==> config.mk <==
export PLATFORM = sky130hd
export DESIGN_NAME = dwc_cell
export DESIGN_NICKNAME = d
export VERILOG_FILES = /design/src/dwc_pkg.sv /design/src/dwc_cell.sv
export SDC_FILE = /design/constraint.sdc
export NUM_CORES = 1
export LEC_CHECK = 0
export BUFFER_PORTS_ARGS = -buffer_cell sky130_fd_sc_hd__buf_2
export CAP_MARGIN = 25
export CORE_UTILIZATION = 35
export CTS_CLUSTER_SIZE = 12
export DETAILED_ROUTE_END_ITERATION = 8
export PLACE_DENSITY = 0.53
export SLEW_MARGIN = 20
export SYNTH_ARGS = -nofsm -noshare
export SYNTH_HDL_FRONTEND = slang
export SYNTH_SLANG_ARGS = --single-unit
==> constraint.sdc <==
create_clock -name clk -period 7.9 [get_ports clk]
set_clock_uncertainty 0.05 [all_clocks]
set_input_delay 1.58 -clock clk [delete_from_list [all_inputs] [get_ports clk]]
set_output_delay 1.58 -clock clk [all_outputs]
set_load 0.01 [all_outputs]
==> src/dwc_pkg.sv <==
// Shared types, field widths, command and register codes for the depthwise convolution block.
package dwc_pkg;

  localparam int CMD_W      = 2;
  localparam int TAP_IDX_W  = 6;
  localparam int VALUE_W    = 16;
  localparam int BIAS_W     = 32;
  localparam int RESULT_W   = 32;
  localparam int POS_W      = 7;
  localparam int PROD_W     = 32;
  localparam int CFG_IDX_W  = 4;
  localparam int CFG_DATA_W = 32;

  localparam int DEF_MAX_IMAGE_WIDTH  = 128;
  localparam int DEF_MAX_IMAGE_HEIGHT = 128;
  localparam int DEF_MAX_KERNEL       = 7;

  localparam logic [CMD_W-1:0] CMD_TAP   = 2'd0;
  localparam logic [CMD_W-1:0] CMD_BIAS  = 2'd1;
  localparam logic [CMD_W-1:0] CMD_PIXEL = 2'd2;

  localparam logic [CFG_IDX_W-1:0] REG_IMAGE_HEIGHT  = 4'd0;
  localparam logic [CFG_IDX_W-1:0] REG_IMAGE_WIDTH   = 4'd1;
  localparam logic [CFG_IDX_W-1:0] REG_KERNEL_HEIGHT = 4'd2;
  localparam logic [CFG_IDX_W-1:0] REG_KERNEL_WIDTH  = 4'd3;
  localparam logic [CFG_IDX_W-1:0] REG_OUT_HEIGHT    = 4'd4;
  localparam logic [CFG_IDX_W-1:0] REG_OUT_WIDTH     = 4'd5;
  localparam logic [CFG_IDX_W-1:0] REG_CLAMP_LOW     = 4'd6;
  localparam logic [CFG_IDX_W-1:0] REG_CLAMP_HIGH    = 4'd7;

  localparam logic [7:0] RST_IMAGE_HEIGHT  = 8'd32;
  localparam logic [7:0] RST_IMAGE_WIDTH   = 8'd32;
  localparam logic [2:0] RST_KERNEL_HEIGHT = 3'd3;
  localparam logic [2:0] RST_KERNEL_WIDTH  = 3'd3;
  localparam logic [7:0] RST_OUT_HEIGHT    = 8'd30;
  localparam logic [7:0] RST_OUT_WIDTH     = 8'd30;
  localparam logic signed [31:0] RST_CLAMP_LOW  = 32'sh8000_0000;
  localparam logic signed [31:0] RST_CLAMP_HIGH = 32'sh7FFF_FFFF;

  typedef logic signed [VALUE_W-1:0] sample_t;
  typedef logic signed [PROD_W-1:0]  prod_t;

  // Position and bias that travel with one result through the adder stages
  typedef struct packed {
    logic signed [BIAS_W-1:0] bias;
    logic [POS_W-1:0]         row;
    logic [POS_W-1:0]         col;
    logic                     last;
  } meta_t;

endpackage

==> src/dwc_cell.sv <==
// One window cell: a sample register that shifts left and a product register.
module dwc_cell import dwc_pkg::*; (
  input  logic    clk,
  input  logic    rst_n,
  input  logic    shift_en,
  input  logic    take_right,
  input  logic    take_new,
  input  sample_t right_val,
  input  sample_t new_val,
  input  logic    load_prod,
  input  logic    in_use,
  input  sample_t tap,
  output sample_t sample_q,
  output prod_t   prod_q
);

  sample_t sample_r;
  sample_t sample_nxt;
  prod_t   prod_r;

  always_comb begin
    sample_nxt = sample_r;
    if (shift_en) begin
      if (take_right) begin
        sample_nxt = right_val;
      end else if (take_new) begin
        sample_nxt = new_val;
      end
    end
  end

  always_ff @(posedge clk) begin
    if (!rst_n) begin
      sample_r <= '0;
    end else begin
      sample_r <= sample_nxt;
    end
  end

  // product of the window after this beat's shift
  always_ff @(posedge clk) begin
    if (load_prod) begin
      prod_r <= in_use ? prod_t'(sample_nxt * tap) : '0;
    end
  end

  assign sample_q = sample_r;
  assign prod_q   = prod_r;

endmodule

# After elaboration in Yosys (flattened, before gate mapping)
# Index checks and enable logic that the tools add are counted.
# classes
n_addsub,0
mul,1
n_div,0
magnitude_cmp,0
eq_ne,0
n_shift,0
mux,3
n_bitwise,0
n_reduce_logical,0
# op_table
op,n
two-way mux 16 bit,3
multiplier 16 x 16 -> 32 bit,1
# totals
ff_bits,48
latch_bits,0
ramBits,0
rom_bits,0
wordCells,6
memories,0

# Logic depth before layout (Yosys ltp)
# logic_depth
depth_word,4
ltp_mapped,28
depth_no_buf,24

# Least setup slack after synthesis
# No wires, ideal clock.
# synth_timing
kind,input to register
start,in take_right
end,reg prod_r[31] (netlist: prod_q[31]) (data pin)
setup_ns,0.260
arrival_ns,7.957
required_ns,7.590
path_slack_ns,-0.367
cell_stages,25
n_path_buf,4
path_cell_list,clkbuf_1 nor2b_1 clkbuf_1 buf_2 a22o_1 a22o_1 buf_2 nand2_1 inv_1 fa_1 fa_1 fa_1 fa_1 fa_1 inv_1 fa_1 inv_1 ha_1 a21oi_1 o21ai_1 o41ai_2 a31oi_4 a2111oi_4 o21bai_1 mux2_4
# synth_between
elab_chain_cells,3
# synth_rtl
element,line_no,source
"start, declared",dwc_cell.sv:6,"input logic take_right,"
two-way mux 16 bit,dwc_cell.sv:24,if (take_right) begin
two-way mux 16 bit,dwc_cell.sv:23,if (shift_en) begin
multiplier 16 x 16 -> 32 bit,dwc_cell.sv:43,prod_r <= in_use ? prod_t'(sample_nxt * tap) : '0;
"end signal, assigned",dwc_cell.sv:43,
"end, declared",dwc_cell.sv:19,prod_t prod_r;
# Every way passes these cells.
# A chain may end at the register's enable or synchronous reset.

# Final worst setup path
# Same ends and word-level chain as after synthesis.

==> impl_metrics.toml <==
[grt]
grt_max_degree = 33
grt_overflow = 0
grtUsageTotal_pct = 18.8
grt_pass1_vias = 9897
grt_pass1_wl_um = 49600
antenna_found_initial = 0

[layout]
final_nets = 1825
layout_commonest_cell = "inv_1"
drive_gt1_share_pct = 20.3
synthToLayoutAreaGrowth_pct = 21.1
fin_area_sq_um = 14200
final_cell_mix = "291 x inv_1, 255 x fa_1, 145 x and2_1"
nFillCells = 3283
diodes = 0
layoutNonFillerInstCount = 1869

[synthesis]
synth_top_family_by_area = "adder cells"
synthMuxAreaShare_pct = 0.213
ys_ff_latch = 48
async_flop_share_pct = 0
synth_compound_area_share_pct = 7.41
yosysUniqueCellTypes = 47
synthSimpleGateAreaFrac_pct = 14.9
yosys.area_share.adder_pct = 53.4
ys.flop_type = "edfxtp_1"
synth-warning-count = 0
syn_nets = 1634
yosysSeqAreaShare_pct = 10.9
synth_xor_area_share_pct = 2.24
synth_area_per_cell_sq_um = 9.50
synthesis.area_sq_um = 11700
syn_inst = 1235
synth_edf_count = 32

[floorplanning]
die_h_um = 185
rows = 66
core_area_sq_um = 32800
die_w_um = 185
start_util_pct = 35.8
io_pins = 103
die-area_sq_um = 34300

[critical_path]
rrSetupSlack_ns = 1.60
worstReg2RegStart = "sample_q[13]"
critPathKind = "in2reg"
arrival_ns = 7.78
end_kind = "flip-flop"
r2r_end = "prod_q[31]"
r2r_cells = 22
worstSetupStartpointType = "input port"
required_ns = 7.92
cp_max_fo = 8

[route]
wire_per_inst_um = 15.6
routed_wl_um = 29200
vias = 8807
drt_first_pass_iters = 5
drc = 0
final_antenna_net_count = 0
drt_iter0_drc = 309
post_drt_via_cell_ratio = 4.71

[timing]
worst_pin_slew_ns = 0.764
period_share_pct = 98.2
finalHoldViolCount = 0
min_period_ns = 7.76
rsz0062_at_grt = "true"
setup_violations = 0
relSlewSlack_pct = 49.1
report.final.slew_viol_count = 0
max_freq_ghz = 0.129

[place]
dp_cells = 1851
portBuffers = 102
dp_hpwl_um = 24400
place.gp.congestion = 0.855
place_area_sq_um = 13700

[clocking]
ctsLongestPathBuffers = 2
cts_buffers = 5
clkSinkCount = 48
hold_buffers = 0
clockRootBuffer = "clkbuf_16"
clk_latency_ns = 0.32
htreeDepth = 2
clk_pin_slew_ns = 0.09
tritoncts = "yes"

[hold_path]
worstHoldStart = "sample_q[12]"
holdPathStages = 2
hold_class = "reg2reg"
worstHoldEndpoint = "sample_q[12]"

[power]
peakVddDrop_mv = 0.832
p_leak_nw = 7.13
power_density_nw_per_um2 = 516

[outcome]
status = "finished clean"

[job]
cap_violations = 0
-- registers in the layout, indices dropped and copies added, names as in the netlist --
| register | cells |
|---|---|
| prod_q | 32 |
| sample_q | 16 |
-- cell families after synthesis --
logic type               count (synthesis)
XOR/XNOR                                30
buffers and inverters                  340
flip-flops                              48
adder cells (fa/ha/maj)                344
AND/OR/NAND/NOR                        352
AO/OA/AOI/OAI                          119
multiplexers                             2
-- cells in the mapped netlist, types with 3 or more instances --
| master | n | share of area (%) |
|---|---|---|
| a21oi_1 | 25 | 1.1 |
| a22o_1 | 32 | 2.4 |
| nand3_1 | 8 | 0.34 |
| nand2b_1 | 3 | 0.16 |
| fa_1 | 262 | 45 |
| o211ai_1 | 3 | 0.19 |
| dfxtp_1 | 16 | 2.7 |
| o21bai_1 | 3 | 0.19 |
| nand2_1 | 131 | 4.2 |
| a31oi_1 | 4 | 0.21 |
| ha_1 | 82 | 8.7 |
| edfxtp_1 | 32 | 8.2 |
| nor2_1 | 46 | 1.5 |
| inv_1 | 296 | 9.5 |
| nor2b_1 | 3 | 0.16 |
| o21ai_1 | 7 | 0.30 |
| clkbuf_1 | 42 | 1.3 |
| a211oi_1 | 5 | 0.32 |
| a21o_1 | 9 | 0.58 |
| o21ai_0 | 16 | 0.68 |
| xor2_1 | 7 | 0.52 |
| and2_1 | 147 | 7.8 |
| nor3_1 | 4 | 0.17 |
| and3_1 | 4 | 0.21 |
| xnor2_1 | 23 | 1.7 |
-- how the worst max path moves through the flow --
stage,start,to,slack (ns),cells past startpoint
2_1_floorplan,take_right,prod_q[31],0.01,28
3_3_place_gp,take_new,prod_q[28],-0.81,25
3_5_place_dp,take_new,prod_q[30],-0.86,28
4_1_cts,take_right,prod_q[31],0.03,27
5_1_grt,take_new,prod_q[31],-0.05,28
6_report,take_right,prod_q[31],0.14,26
-- worst max-delay path: stages --
cell and delay (ns):
buf_6 0.11, clkbuf_16 0.16, buf_4 0.13, a22o_1 0.21, a22o_4 0.23, buf_12 0.14
and2_4 0.15, fa_1 0.54, inv_2 0.04, fa_1 0.48, fa_1 0.51, inv_2 0.04
fa_1 0.49, fa_1 0.56, inv_2 0.04, fa_1 0.49, inv_2 0.04, ha_4 0.20
a21o_1 0.18, and2_4 0.15, a311o_1 0.29, nand2_2 0.15, a31oi_4 0.13, a2111oi_4 0.31
o21bai_1 0.11, mux2_4 0.30
-- cell type report --
class / count / area [sq um] / share of cell area (%)
Multi-Input combinational cell: 847 / 9430 / 66.4
Clock buffer: 5 / 125 / 0.881
Timing Repair Buffer: 228 / 1680 / 11.8
Tap cell: 442 / 553 / 3.89
Clock inverter: 3 / 23.8 / 0.167
Sequential cell: 48 / 1280 / 9.02
Inverter: 296 / 1110 / 7.84
-- layer usage --
| metal | vias to the layer above | track usage (%) | routed length [um] |
|---|---|---|---|
| met5 | - | 0 | 0 |
| met4 | 0 | 4.30 | 656 |
| met3 | 39 | 1.61 | 798 |
| met2 | 128 | 36.0 | 15800 |
| met1 | 4561 | 22.4 | 11900 |
| li1 | 4079 | - | - |
-- through the flow --
step	power [W]	worst slack, ns	hold WS (ns)	utilization [%]	setup TNS (ns)
2_1_floorplan	0.00474	0.0138	0.683	-	0
3_3_place_gp	0.00681	-0.811	0.696	41.9	-7.19
3_5_place_dp	0.00684	-0.863	0.690	41.9	-7.95
4_1_cts	0.00716	0.0289	0.733	42.4	0
5_1_grt	0.00830	-0.0459	0.690	43.3	-0.0579
6_report	0.00732	0.143	0.657	43.3	0
-- report_power, final --
group	internal (W)	total [W]	switching, W	leakage (nW)
sequential	0.000465	0.000491	0.0000260	0.458
combinational	0.00331	0.00659	0.00328	6.60
clock	0.000119	0.000239	0.000120	0.0660
-- timing repair --
action	CTS	global route
gates cloned	0	2
setup endpoints to repair	13	8
resized for setup	8	47
buffers inserted	0	8
pin swaps	1	17
endpoints found under the hold margin	0	0
Note: power is estimated with default switching activity, not from simulation.
