## config.mk

```make
export PLATFORM = sky130hd
export DESIGN_NAME = dwc_accum
export DESIGN_NICKNAME = d
export VERILOG_FILES = /design/src/dwc_pkg.sv /design/src/dwc_accum.sv
export SDC_FILE = /design/constraint.sdc
export NUM_CORES = 2
export LEC_CHECK = 0
export BUFFER_PORTS_ARGS = -buffer_cell sky130_fd_sc_hd__buf_2
export CAP_MARGIN = 30
export CORE_AREA = 2 2 681 683
export DETAILED_ROUTE_END_ITERATION = 6
export DIE_AREA = 0 0 683 685
export GPL_ROUTABILITY_DRIVEN = 0
export GPL_TIMING_DRIVEN = 0
export PLACE_DENSITY_LB_ADDON = 0.25
export SLEW_MARGIN = 20
export SYNTH_ARGS = -nofsm -noshare
export SYNTH_HDL_FRONTEND = slang
export SYNTH_SLANG_ARGS = --single-unit
export TNS_END_PERCENT = 50
```

## constraint.sdc

```tcl
create_clock -name clk -period 20.6 [get_ports clk]
set_clock_uncertainty 0.2 [all_clocks]
set_input_delay 2.06 -clock clk [delete_from_list [all_inputs] [get_ports clk]]
set_output_delay 2.06 -clock clk [all_outputs]
set_load 0.005 [all_outputs]
```

## src/dwc_pkg.sv

```systemverilog
// Shared types, field widths, command and register codes for the depthwise convolution block.
package dwc_pkg;

  localparam int CMD_W      = 2;
  localparam int TAP_IDX_W  = 6;
  localparam int VALUE_W    = 16;
  localparam int BIAS_W     = 32;
  localparam int RESULT_W   = 32;
  localparam int POS_W      = 7;
  localparam int PROD_W     = 32;
  localparam int CFG_IDX_W  = 4;
  localparam int CFG_DATA_W = 32;

  localparam int DEF_MAX_IMAGE_WIDTH  = 128;
  localparam int DEF_MAX_IMAGE_HEIGHT = 128;
  localparam int DEF_MAX_KERNEL       = 7;

  localparam logic [CMD_W-1:0] CMD_TAP   = 2'd0;
  localparam logic [CMD_W-1:0] CMD_BIAS  = 2'd1;
  localparam logic [CMD_W-1:0] CMD_PIXEL = 2'd2;

  localparam logic [CFG_IDX_W-1:0] REG_IMAGE_HEIGHT  = 4'd0;
  localparam logic [CFG_IDX_W-1:0] REG_IMAGE_WIDTH   = 4'd1;
  localparam logic [CFG_IDX_W-1:0] REG_KERNEL_HEIGHT = 4'd2;
  localparam logic [CFG_IDX_W-1:0] REG_KERNEL_WIDTH  = 4'd3;
  localparam logic [CFG_IDX_W-1:0] REG_OUT_HEIGHT    = 4'd4;
  localparam logic [CFG_IDX_W-1:0] REG_OUT_WIDTH     = 4'd5;
  localparam logic [CFG_IDX_W-1:0] REG_CLAMP_LOW     = 4'd6;
  localparam logic [CFG_IDX_W-1:0] REG_CLAMP_HIGH    = 4'd7;

  localparam logic [7:0] RST_IMAGE_HEIGHT  = 8'd32;
  localparam logic [7:0] RST_IMAGE_WIDTH   = 8'd32;
  localparam logic [2:0] RST_KERNEL_HEIGHT = 3'd3;
  localparam logic [2:0] RST_KERNEL_WIDTH  = 3'd3;
  localparam logic [7:0] RST_OUT_HEIGHT    = 8'd30;
  localparam logic [7:0] RST_OUT_WIDTH     = 8'd30;
  localparam logic signed [31:0] RST_CLAMP_LOW  = 32'sh8000_0000;
  localparam logic signed [31:0] RST_CLAMP_HIGH = 32'sh7FFF_FFFF;

  typedef logic signed [VALUE_W-1:0] sample_t;
  typedef logic signed [PROD_W-1:0]  prod_t;

  // Position and bias that travel with one result through the adder stages
  typedef struct packed {
    logic signed [BIAS_W-1:0] bias;
    logic [POS_W-1:0]         row;
    logic [POS_W-1:0]         col;
    logic                     last;
  } meta_t;

endpackage

```

## src/dwc_accum.sv

```systemverilog
// Adder stages: row sums, total plus bias, then clamp into the output register.
module dwc_accum import dwc_pkg::*; #(
  parameter int MAX_KERNEL = 7
) (
  input  logic                      clk,
  input  logic                      rst_n,
  input  logic                      s1_valid,
  output logic                      s1_ready,
  input  prod_t                     prod [MAX_KERNEL][MAX_KERNEL],
  input  meta_t                     meta1,
  input  logic signed [RESULT_W-1:0] clamp_low,
  input  logic signed [RESULT_W-1:0] clamp_high,
  output logic                      out_valid,
  input  logic                      out_ready,
  output logic signed [RESULT_W-1:0] out_result,
  output meta_t                     out_meta
);

  localparam int ROW_W = PROD_W + $clog2(MAX_KERNEL + 1);
  localparam int SUM_W = PROD_W + $clog2(MAX_KERNEL * MAX_KERNEL + 1) + 1;

  typedef logic signed [ROW_W-1:0] row_sum_t;
  typedef logic signed [SUM_W-1:0] sum_t;

  logic     v2_r, v3_r, out_valid_r;
  logic     s2_ready, s3_ready;
  row_sum_t row_sum_r [MAX_KERNEL];
  row_sum_t row_sum_nxt [MAX_KERNEL];
  meta_t    meta2_r, meta3_r, meta4_r;
  sum_t     total_r, total_nxt;
  sum_t     clamped;
  logic signed [RESULT_W-1:0] result_r;

  assign s3_ready = !out_valid_r || out_ready;
  assign s2_ready = !v3_r || s3_ready;
  assign s1_ready = !v2_r || s2_ready;

  always_comb begin
    for (int r = 0; r < MAX_KERNEL; r++) begin
      row_sum_nxt[r] = '0;
      for (int c = 0; c < MAX_KERNEL; c++) begin
        row_sum_nxt[r] = row_sum_nxt[r] + ROW_W'(prod[r][c]);
      end
    end
  end

  always_comb begin
    total_nxt = SUM_W'(meta2_r.bias);
    for (int r = 0; r < MAX_KERNEL; r++) begin
      total_nxt = total_nxt + SUM_W'(row_sum_r[r]);
    end
  end

  // low bound first, high bound wins when the bounds cross
  always_comb begin
    clamped = total_r;
    if (clamped < SUM_W'(clamp_low)) begin
      clamped = SUM_W'(clamp_low);
    end
    if (clamped > SUM_W'(clamp_high)) begin
      clamped = SUM_W'(clamp_high);
    end
  end

  always_ff @(posedge clk) begin
    if (!rst_n) begin
      v2_r        <= 1'b0;
      v3_r        <= 1'b0;
      out_valid_r <= 1'b0;
    end else begin
      if (s1_ready) begin
        v2_r <= s1_valid;
      end
      if (s2_ready) begin
        v3_r <= v2_r;
      end
      if (s3_ready) begin
        out_valid_r <= v3_r;
      end
    end
  end

  always_ff @(posedge clk) begin
    if (s1_ready && s1_valid) begin
      row_sum_r <= row_sum_nxt;
      meta2_r   <= meta1;
    end
    if (s2_ready && v2_r) begin
      total_r <= total_nxt;
      meta3_r <= meta2_r;
    end
    if (s3_ready && v3_r) begin
      result_r <= clamped[RESULT_W-1:0];
      meta4_r  <= meta3_r;
    end
  end

  assign out_valid  = out_valid_r;
  assign out_result = result_r;
  assign out_meta   = meta4_r;

endmodule

```

Yosys cells after proc, flatten, opt, wreduce, memory -nomap -nowiden
Cells that the tools add are included.

storage, ports and cells
  latch bits = 0
  word-level logic and storage cells = 86
  flip-flop bits (word level) = 460
  input port bits = 1683
  output and inout bits = 81
  RAM bits = 0
  memory bits (read-only) = 0
  memories = 0

operators by class
  magnitude comparators = 2
  add/sub/neg operators = 49
  div/mod/pow operators = 0
  multipliers = 0
  bitwise logic cells = 0
  reductions and logical operators = 9
  equality and inequality tests = 0
  mux-type cells = 2
  shift-type cells = 0

operators by type and width
  operator                               number
  adder 35 x 32 -> 35 bit                21
  adder 34 x 32 -> 35 bit                7
  adder 33 x 32 -> 34 bit                7
  adder 32 x 32 -> 33 bit                7
  adder 39 x 35 -> 39 bit                3
  adder 38 x 35 -> 39 bit                1
  > comparator 39 x 32 -> 1 bit          1
  less-than comparator 39 x 32 -> 1 bit  1
  two-way mux 39 bit                     1
  adder 37 x 35 -> 38 bit                1
  adder 36 x 35 -> 37 bit                1
  adder 32 x 35 -> 36 bit                1
  two-way mux 32 bit                     1
  logical AND 1 bit                      3
  zero test 1 bit                        3
  logical OR 1 bit                       3

Logic depth before layout (Yosys ltp)
  depth in word-level cells = 7
  mapped depth = 25
  depth with buffers taken out = 22

Worst setup path before layout
No wires, ideal clock.

  path type = input-to-reg
  start = input port out_ready
  end = register meta2_r[0] (netlist bit), enable pin
  buffers on the path = 0
  setup slack = 2664 ps
  arrival time = 16615 ps
  stages = 2
  data required time = 19279 ps
  setup time = 1121 ps
  cell sequence = nor2b_1 a31oi_1

on the way
  longest elaborated chain between the ends = 4

RTL lines
  element               RTL line         RTL
  from (decl)           dwc_accum.sv:14  input logic out_ready,
  logical OR 1 bit      dwc_accum.sv:34  assign s3_ready = !out_valid_r || out_ready;
  logical OR 1 bit      dwc_accum.sv:35  assign s2_ready = !v3_r || s3_ready;
  logical OR 1 bit      dwc_accum.sv:36  assign s1_ready = !v2_r || s2_ready;
  logical AND 1 bit     dwc_accum.sv:84  if (s1_ready && s1_valid) begin
  to (signal assigned)  dwc_accum.sv:86  meta2_r <= meta1;
  to (decl)             dwc_accum.sv:29  meta_t meta2_r, meta3_r, meta4_r;

Every way passes these cells.
A chain may end at the register's enable or synchronous reset.

Final worst setup path
  start = input port clamp_low[16]
  end = register result_r[30] (netlist: out_result[30]) (data pin)

on the way
  longest elaborated chain between the ends = 4

RTL lines
  element                                RTL line         RTL
  from (decl)                            dwc_accum.sv:11  input logic signed [RESULT_W-1:0] clamp_low,
  less-than comparator 39 x 32 -> 1 bit  dwc_accum.sv:57  if (clamped < SUM_W'(clamp_low)) begin
  two-way mux 39 bit *                   dwc_accum.sv:57
  > comparator 39 x 32 -> 1 bit          dwc_accum.sv:60  if (clamped > SUM_W'(clamp_high)) begin
  two-way mux 32 bit *                   dwc_accum.sv:60
  named net clamped[30]                  dwc_accum.sv:31  sum_t clamped;
  to (signal assigned)                   dwc_accum.sv:93  result_r <= clamped[RESULT_W-1:0];
  to (decl)                              dwc_accum.sv:32  logic signed [RESULT_W-1:0] result_r;

The timed path passes the listed nets; every way through them passes the cells marked *.

==> impl_metrics.csv <==
group,metric,value,unit
route,post_drt_wl_per_cell,25.2,µm
critical_path,end_kind,"register",
layout,num-fill-cells,51500,
clocking,cts.clk_slew.worst_paths,0.06,ns
layout,register_area,13800,µm²
route,remaining_drc_errors,3,
route,wl,345000,µm
clocking,cts_max_level,3,
clocking,clock_path_buffers,4,
logic_synthesis,synth_edf_count,457,
logic_synthesis,synthesis.nets,8883,
clocking,cts_post_setup_buffers_inserted,0,
sta,tightestPinTransition,1.12,ns
sta,rsz0062_at_grt,"false",
global_route,antenna_found_initial,279,
global_route,grt_max_degree,24,
critical_path,crit_arrival,8.90,ns
critical_path,path_buf_inv,4,
critical_path,path_delay_family,"compound AO/OA/AOI/OAI gates",
layout,drive_above_1_share,27.4,%
logic_synthesis,async_reset_ff_share,0,%
clocking,post_cts_resize_count,0,
critical_path,path_max_fanout,10,
route,routed_via_density,3.43,
layout,final_cell_mix,"buf_2 (1,772), inv_1 (1,674), fa_1 (1,348)",
critical_path,cp.required,20.91,ns
clocking,cts_tree,"done",
layout,multi_input_comb_area,42300,µm²
logic_synthesis,syn_area,62300,µm²
floorplanning,num_rows,250,
critical_path,cp_slowest_cell,"o21ai_0",
layout,postLayoutCoreUtil,18.0,%
sta,tns,0,ns
sta,clock.fmax,116,MHz
sta,fin_crit_sh,41.7,%
logic_synthesis,yosysWarningCount,0,
global_route,grt_pass1_wl,453000,µm
route,first_iter_violations,2894,
clocking,clkSinkCount,460,
logic_synthesis,syn_avg_cell_area,11.4,µm²
critical_path,crit_top_cell,"buf_2",
clocking,cts.hold.buffers_added,0,
global_route,grt_pass1_vias,50200,
hold_path,hold_class,"reg -> reg",
global_route,grt-ovfl-total,0,
place,hpwl,322000,µm
floorplanning,die_w,683,µm
critical_path,path_class,"in -> reg",
route,num_vias,47000,
status,status,"finished, violations left",
sta,relSlewSlack,25.3,%
floorplanning,dieArea,468000,µm²
clocking,cts_made_buffers,79,
status,violations,"DRC",
floorplanning,start_util,13.5,%
logic_synthesis,synth.distinct_cells,84,
layout,syn2layout_area_growth,32.9,%
floorplanning,fp.dieH,685,µm
logic_synthesis,netlist_instances,5484,
critical_path,cpPeakStageDelay,0.73,ns
floorplanning,io_pins,1764,
sta,final_max_slew_viol_count,0,
clocking,clockRootBuffer,"clkbuf_16",
critical_path,startpoint_type,"input port",
route,ant_nets,0,
sta,hold_viol,0,
run,maxCapViolations,0,
place,port_buffers,1763,
layout,num-nets-final,10800,
logic_synthesis,synth_ff_type,"edfxtp_1",
route,drt_pass1_iterations,7,
sta,finalCriticalPeriod,8.59,ns
global_route,gr-usage-all-layers,14.6,%
critical_path,path_cells,"buf_2, inv_1, ha_1, a21o_1, a21o_1, a21oi_1, o21ai_0, a221oi_1, o21ai_1, a21oi_2, mux2i_1, buf_2, mux2_2, ha_1, nand4_1, o21ai_0, nand2_1, o2111ai_1, a31oi_1, xor2_1, nand2_1, buf_2, mux2_2",
logic_synthesis,seq_area_frac_synth,22.1,%
clocking,clk_latency,0.83,ns
sta,setup_viol,0,
floorplanning,core,461000,µm²
layout,final_common_cell,"buf_2",
logic_synthesis,yosys_register_bits,460,
## kinds of logic after synthesis
| kind of cell | count (synthesis) | share of synthesized area (%) |
|---|---|---|
| DFF | 460 | 22.1 |
| adders and majority gates | 1716 | 50.7 |
| and+or+nand+nor | 511 | 4.16 |
| xor gates and xnor gates | 252 | 3.54 |
| buffers and inverters | 1698 | 10.3 |
| AOI/OAI and AO/OA | 780 | 8.05 |
| muxes | 67 | 1.20 |
## Yosys cell counts (all sizes together) (23+ instances only)
library cell | instances | area, µm²
xor2 | 74 | 648
edfxtp | 457 | 13700
a211oi | 23 | 178
xnor2 | 178 | 1560
nor3 | 35 | 180
a21o | 176 | 1320
inv | 1674 | 6280
ha | 368 | 4600
and3 | 27 | 169
nor2b | 37 | 231
o21bai | 36 | 270
fa | 1348 | 27000
nand2b | 34 | 213
a31oi | 27 | 169
nand4 | 34 | 213
o21ai | 131 | 659
mux2 | 60 | 679
nand3 | 45 | 225
nor2 | 123 | 462
a21oi | 251 | 1260
o21a | 31 | 233
nand2 | 108 | 405
## final cells by class
class | instances | share of cell area, %
inverters | 1674 | 7.58
diodes | 83 | 0.251
flip-flops and latches | 460 | 16.6
plain buffers | 24 | 0.134
multi-input cells | 3326 | 51.1
well taps | 6174 | 9.32
clock buffers | 90 | 2.49
repair buffers | 1816 | 11.9
clock inverters | 46 | 0.651
## per-layer routing
| metal | routed length [µm] | GRT usage, % |
|---|---|---|
| met4 | 7320 | 2.41 |
| met2 | 169000 | 25.3 |
| met3 | 24800 | 3.49 |
| met1 | 143000 | 18.5 |
| met5 | 630 | 0 |
## final timing paths
check           startpoint        endpoint  slack (ns)  cells past startpoint
max          clamp_low[16]  out_result[30]       12.01                     23
max reg2reg    total_r[16]  out_result[30]       12.96                     21
min reg2reg    meta3_r[41]    out_meta[41]        0.19                      0
min            meta3_r[41]    out_meta[41]        0.19                      0
## per-stage QoR
| step | hold WS, ns | instance area (µm²) | std cells | worst slack, ns |
|---|---|---|---|---|
| 4_1_cts | 0.198 | 82700 | 13600 | 11.59 |
| 3_3_place_gp | 0.201 | 78900 | 13400 | -12.92 |
| 2_1_floorplan | 0.200 | 62300 | 5484 | 2.66 |
| 3_5_place_dp | 0.205 | 80100 | 13500 | 10.73 |
| 6_report | 0.195 | 82900 | 13700 | 12.01 |
| 5_1_grt | 0.204 | 82700 | 13600 | 11.38 |
## sequential cells by signal, summed over array words and instances (netlist names)
register	count
total_r	39
out_result	32
v2_r	1
out_meta	47
out_valid	1
meta2_r	47
v3_r	1
meta3_r	47
row_sum_r	245
Power is left out: the tool's default activity adds up to more than one toggle a clock period on the data nets, which glitch-free logic cannot reach.
